--- src/hdl/drme_pkg.sv ---
// shared constants and codes for the decimating running-mean estimator
`default_nettype none
package drme_pkg;

  localparam int HISTORY_DEPTH_DEF = 1024;
  localparam int VALUE_WIDTH_DEF   = 32;

  // width of the shared serial divider dividend
  localparam int DIV_W     = 64;
  localparam int DIV_CNT_W = $clog2(DIV_W + 1);

  localparam logic [1:0] KIND_MEASURE  = 2'd0;
  localparam logic [1:0] KIND_RECORD   = 2'd1;
  localparam logic [1:0] KIND_ESTIMATE = 2'd2;
  localparam logic [1:0] KIND_CLEAR    = 2'd3;

  localparam logic [30:0] ERROR_MAX = 31'h7FFF_FFFF;
  localparam logic [15:0] RATIO_MAX = 16'h7FFF;
  localparam logic [15:0] RATIO_MIN = 16'h8000;
  localparam logic [31:0] U32_MAX   = 32'hFFFF_FFFF;

endpackage
`default_nettype wire

--- src/hdl/drme_div.sv ---
// serial restoring divider, one quotient bit per cycle
`default_nettype none
module drme_div
  import drme_pkg::*;
(
  input  wire logic             clk_i,
  input  wire logic             rst_ni,
  input  wire logic             start_i,
  input  wire logic [DIV_W-1:0] dividend_i,
  input  wire logic [31:0]      divisor_i,
  output logic                  done_o,
  output logic [DIV_W-1:0]      quotient_o
);

  logic [DIV_W-1:0]     dvd_q;
  logic [31:0]          dsr_q;
  logic [31:0]          rem_q;
  logic [DIV_CNT_W-1:0] cnt_q;
  logic                 busy_q;
  logic                 done_q;
  logic [32:0]          rem_sh;
  logic                 ge;

  assign rem_sh = {rem_q, dvd_q[DIV_W-1]};
  assign ge     = rem_sh >= {1'b0, dsr_q};

  always_ff @(posedge clk_i or negedge rst_ni) begin
    if (!rst_ni) begin
      busy_q <= 1'b0;
      done_q <= 1'b0;
      cnt_q  <= '0;
    end else begin
      done_q <= 1'b0;
      if (start_i) begin
        busy_q <= 1'b1;
        cnt_q  <= DIV_CNT_W'(DIV_W);
      end else if (busy_q) begin
        cnt_q <= cnt_q - 1'b1;
        if (cnt_q == DIV_CNT_W'(1)) begin
          busy_q <= 1'b0;
          done_q <= 1'b1;
        end
      end
    end
  end

  always_ff @(posedge clk_i) begin
    if (start_i) begin
      dvd_q <= dividend_i;
      dsr_q <= divisor_i;
      rem_q <= '0;
    end else if (busy_q) begin
      dvd_q <= {dvd_q[DIV_W-2:0], ge};
      rem_q <= ge ? 32'(rem_sh - {1'b0, dsr_q}) : rem_sh[31:0];
    end
  end

  assign done_o     = done_q;
  assign quotient_o = dvd_q;

endmodule
`default_nettype wire

--- config.mk ---
export PLATFORM = sky130hd
export DESIGN_NAME = drme_div
export DESIGN_NICKNAME = d
export VERILOG_FILES = /design/src/hdl/drme_pkg.sv /design/src/hdl/drme_div.sv
export SDC_FILE = /design/constraint.sdc
export NUM_CORES = 1
export LEC_CHECK = 0
export ABC_AREA = 1
export BUFFER_PORTS_ARGS = -buffer_cell sky130_fd_sc_hd__buf_2
export CORE_ASPECT_RATIO = 1.25
export CORE_MARGIN = 5
export CORE_UTILIZATION = 53
export DETAILED_ROUTE_END_ITERATION = 7
export MAX_ROUTING_LAYER = met4
export PLACE_DENSITY = 0.77
export SLEW_MARGIN = 40
export SYNTH_ARGS = -nofsm -noshare
export SYNTH_HDL_FRONTEND = slang
export SYNTH_SLANG_ARGS = --single-unit
export TNS_END_PERCENT = 20
--- constraint.sdc ---
create_clock -name clk_i -period 2.9 [get_ports clk_i]
set_clock_uncertainty 0.2 [all_clocks]
set_input_delay 0.58 -clock clk_i [delete_from_list [all_inputs] [get_ports clk_i]]
set_output_delay 0.58 -clock clk_i [all_outputs]
set_load 0.02 [all_outputs]
==> impl_summary.txt <==
----------------------------------------------------
[Timing]
  Min Clock Period, post-route ... 2.69 ns
  Final Cycle Share ... 92.9%
  Hold Vio Cnt, Final ... 0
  Setup repair after global routing missed its margin ... false
  Final count of negative-setup-slack endpoints ... 0
  Maximum achievable frequency ... 371 MHz
  Setup_tns ... 0 ns
  Slew Limit Fails ... 0
  Max_slew headroom ... 63.9%
  Actual slew at the worst max-slew pin ... 0.541 ns

[Worst setup path]
  Worst-case reg-to-reg path depth ... 15
  Most used cell, CP ... nand2_1
  R2R Path Start ... dsr_q[2]
  Critical register-to-register path endpoint ... rem_q[4]
  Crit path DAT ... 2.81 ns
  Endpoint class of the critical path ... flip-flop
  Required time reported for the critical path endpoint ... 3.02 ns
  Critical-path cell list ... inv_1, ha_1, nand2_1, nor2_1, nand2_1, nand3_2, nand2_1, nand2_2, nand2_2, nand2_2, nand2_4, nand2_4, nand2_1, nand3_1, nand2_1
  Number of buffers and inverters on the critical path ... 1
  Class of the most critical setup path ... flip-flop to flip-flop
  CP top delay family ... simple AND/OR/NAND/NOR gates
  Critical Path Source Type ... flip-flop
  Critical Path Slowest Stage Cell ... ha_1
  Delay of the slowest cell on the worst path ... 0.41 ns
  Reg2reg setup slack ... 0.21 ns
  Maximum fanout along the worst path ... 32

[Global route]
  Total gr overflow ... 0
  Via count of the first global-routing pass ... 7,537
  Number of antenna violations at the first check in global routing ... 0
  Overall fraction of global-route tracks in use ... 25.2%
  Largest net degree at the start of global routing ... 76
  First-pass GRT wire length ... 35.3 mm

[Die]
  Horizontal die dimension ... 122 um
  Die Area ... 18,200 um2
  Die height ... 149 um
  Count of boundary I/O pins ... 164
  Initial Utilization ... 53.4%
  Number of standard-cell rows in the floorplan ... 51
  Core Footprint ... 15,400 um2

[Routing]
  Per-cell routed wire length ... 13.9 um
  Total iterations of the first detailed-routing run ... 5
  DRT Wirelength ... 21.3 mm
  Vias after detailed routing ... 7,526
  Remaining antenna violation count after routing ... 0
  Via density per instance ... 4.89
  Count of routing violations after the opening detailed-route iteration ... 529
  Number of remaining DRC errors ... 0

[Finish]
  Area added between synthesis and finish ... 20.0%
  Number of nets in the finished design ... 1,447
  Cell area after layout ... 9890 um2
  Number of antenna repair diodes ... 0
  Fraction of final layout cells with drive strength greater than 1 ... 16.9%

[Placement]
  Final GP Congestion ... 0.975
  Dpl cell area ... 9300 um2
  HPWL after detailed placement ... 16.0 mm
  Number of buffers added on ports ... 163

[Power]
  Total power density per cell area ... 543 nW/um2
  Reported leakage power ... 5.50 nW
  Max VDD drop ... 0.394 mV

[Clocking]
  H-tree levels ... 4
  Cts bufs inserted ... 17
  Clock transition at path regs ... 0.07 ns
  Setup Fix Bufs, Post-CTS ... 0
  Library cell used as clock root buffer ... clkbuf_16
  Buffer depth of the longest clock path ... 2
  TritonCTS clock tree ... built
  Clock sink count ... 137
  Clock latency on the worst-skew pair ... 0.43 ns

[Yosys]
  Post-synthesis cell type count ... 32
  Portion of netlist area occupied by mux cells ... 0%
  Count of state elements after synthesis ... 137
  Share of the synthesized area in compound gates (AO/OA/AOI/OAI) ... 2.32%
  Average cell area after synthesis ... 7.17 um2
  Dominant combinational cell family by area after synthesis ... simple AND/OR/NAND/NOR gates
  Cell area after technology mapping ... 8240 um2
  Syn nets ... 1,284
  Number of warnings issued by yosys ... 0
  Simple logic cell fraction of the synthesized area ... 34.8%
  Sequential-to-total area share from yosys stat ... 45.5%
  Post-Synth XOR/XNOR Area ... 1.49%
  Cell count after synthesis ... 1,150
  Adder-cell area share of the yosys netlist ... 5.41%

[Run status]
  Result of the run ... finished, final reports clean

[Hold path]
  Hold wc startpoint ... divisor_i[2]
  Hold Path Class ... input pin to flip-flop
  End point of the worst hold path ... dsr_q[2]
  Worst hold path cell count ... 1

[Flow run]
  MaxCap Viol Count ... 0

----------------------------------------------------
==> placed cells by master, fill, tap and decap left out, types with 2 or more instances in the layout <==
master	Yosys	layout
inv_1	187	186
buf_12	0	3
buf_4	0	8
xnor2_1	13	13
clkbuf_16	0	17
o21bai_1	2	2
nor2_2	1	3
nand3_1	82	82
dfxtp_1	32	32
nor2_1	52	50
ha_1	34	34
inv_6	0	4
edfxtp_1	96	96
nand4_1	3	3
nor3_1	5	5
nand3b_1	11	11
clkinv_8	0	2
dfrtp_1	9	9
clkinvlp_4	0	2
buf_2	7	162
inv_8	0	5
and2_1	3	3
nand2_2	5	5
o21ai_0	5	5
a21oi_1	23	23
nand2_4	2	2
nand2_1	541	541
inv_2	5	6
==> per-layer routing <==
layer,wire length (um),global-route usage (%)
met3,1670,6.47
met5,0,-
met1,8510,29.2
met2,10500,42.1
met4,620,9.47
==> through the flow <==
step | hold WS (ns) | util (%) | instances | setup WS (ns) | power [W]
2_1_floorplan | 0.0844 | - | 1150 | 0.0144 | 0.00296
3_3_place_gp | 0.244 | 60.2 | 1505 | 0.344 | 0.00327
3_5_place_dp | 0.247 | 60.2 | 1505 | 0.261 | 0.00329
4_1_cts | 0.107 | 64.0 | 1538 | 0.204 | 0.00541
5_1_grt | 0.108 | 64.0 | 1538 | 0.0101 | 0.00560
6_report | 0.122 | 64.0 | 1538 | 0.207 | 0.00537
==> worst register-to-register path: cells and delay by family, from the launching register on <==
kind / cells / cell delay, ns
adder cells (fa/ha/maj): 1 / 0.41
buffers and inverters: 1 / 0.06
flip-flops: 1 / 0.32
AND/OR/NAND/NOR: 13 / 1.59
==> sequential cells by signal (all words and copies together), names as in the netlist <==
register    cells
busy_q          1
cnt_q           7
done_o          1
dsr_q          32
quotient_o     64
rem_q          32
==> logic make-up (layout without fill, tap and decap cells) <==
logic type,after synthesis,in the layout
AOI/OAI and AO/OA,34,34
xor gates and xnor gates,14,14
adders and majority gates,35,35
buffers and inverters,222,398
DFF,137,137
and+or+nand+nor,708,708
==> how the worst max path moves through the flow <==
stage                    end  slack (ns)  depth (start not counted)  startpoint
2_1_floorplan  quotient_o[0]        0.01                          3     start_i
3_3_place_gp       rem_q[18]        0.34                         15    dsr_q[2]
3_5_place_dp       rem_q[22]        0.26                         15    dsr_q[2]
4_1_cts             rem_q[4]        0.20                         15    dsr_q[2]
5_1_grt            rem_q[13]        0.01                         15    dsr_q[2]
6_report            rem_q[4]        0.21                         15    dsr_q[2]
==> where the power goes <==
| part | switching, W | leakage, nW | internal [W] | total (W) |
|---|---|---|---|---|
| registers | 0.0000983 | 1.38 | 0.00229 | 0.00239 |
| clock network | 0.000976 | 0.280 | 0.00115 | 0.00212 |
| logic | 0.000555 | 3.83 | 0.000306 | 0.000861 |
==> synth_stat cells <==
| cell type | number | share of area, % |
|---|---|---|
| a21o_1 | 1 | 0.091 |
| a21oi_1 | 23 | 1.4 |
| a21oi_4 | 1 | 0.20 |
| a31oi_1 | 1 | 0.076 |
| and2_1 | 3 | 0.23 |
| buf_2 | 7 | 0.43 |
| buf_6 | 3 | 0.41 |
| clkbuf_1 | 20 | 0.91 |
| dfrtp_1 | 9 | 2.7 |
| dfxtp_1 | 32 | 7.8 |
| edfxtp_1 | 96 | 35 |
| fa_1 | 1 | 0.24 |
| ha_1 | 34 | 5.2 |
| inv_1 | 187 | 8.5 |
| inv_2 | 5 | 0.23 |
| nand2_1 | 541 | 25 |
| nand2_2 | 5 | 0.38 |
| nand2_4 | 2 | 0.27 |
| nand3_1 | 82 | 5.0 |
| nand3_2 | 1 | 0.12 |
| nand3b_1 | 11 | 1.0 |
| nand4_1 | 3 | 0.23 |
| nor2_1 | 52 | 2.4 |
| nor2_2 | 1 | 0.076 |
| nor3_1 | 5 | 0.30 |
| nor3_2 | 1 | 0.12 |
| nor4_1 | 1 | 0.076 |
| o21ai_0 | 5 | 0.30 |
| o21bai_1 | 2 | 0.18 |
| o22ai_1 | 1 | 0.076 |
| xnor2_1 | 13 | 1.4 |
| xor2_1 | 1 | 0.11 |
==> area by class of cell <==
cell class	instances	area, um2
well taps	212	265
clock buffers	17	425
repair buffers	174	941
fillers	1402	5560
multi-input cells	791	3630
inverters	192	721
clock inverters	15	153
flip-flops and latches	137	3750
==> timing repair <==
| item | CTS | global route |
|---|---|---|
| endpoints found under the hold margin | 9 | 0 |
| endpoints found under the setup margin | 0 | 0 |
| hold buffers | 1 | 0 |
| resized for setup | 0 | 0 |
(Power assumes the default switching activity.)
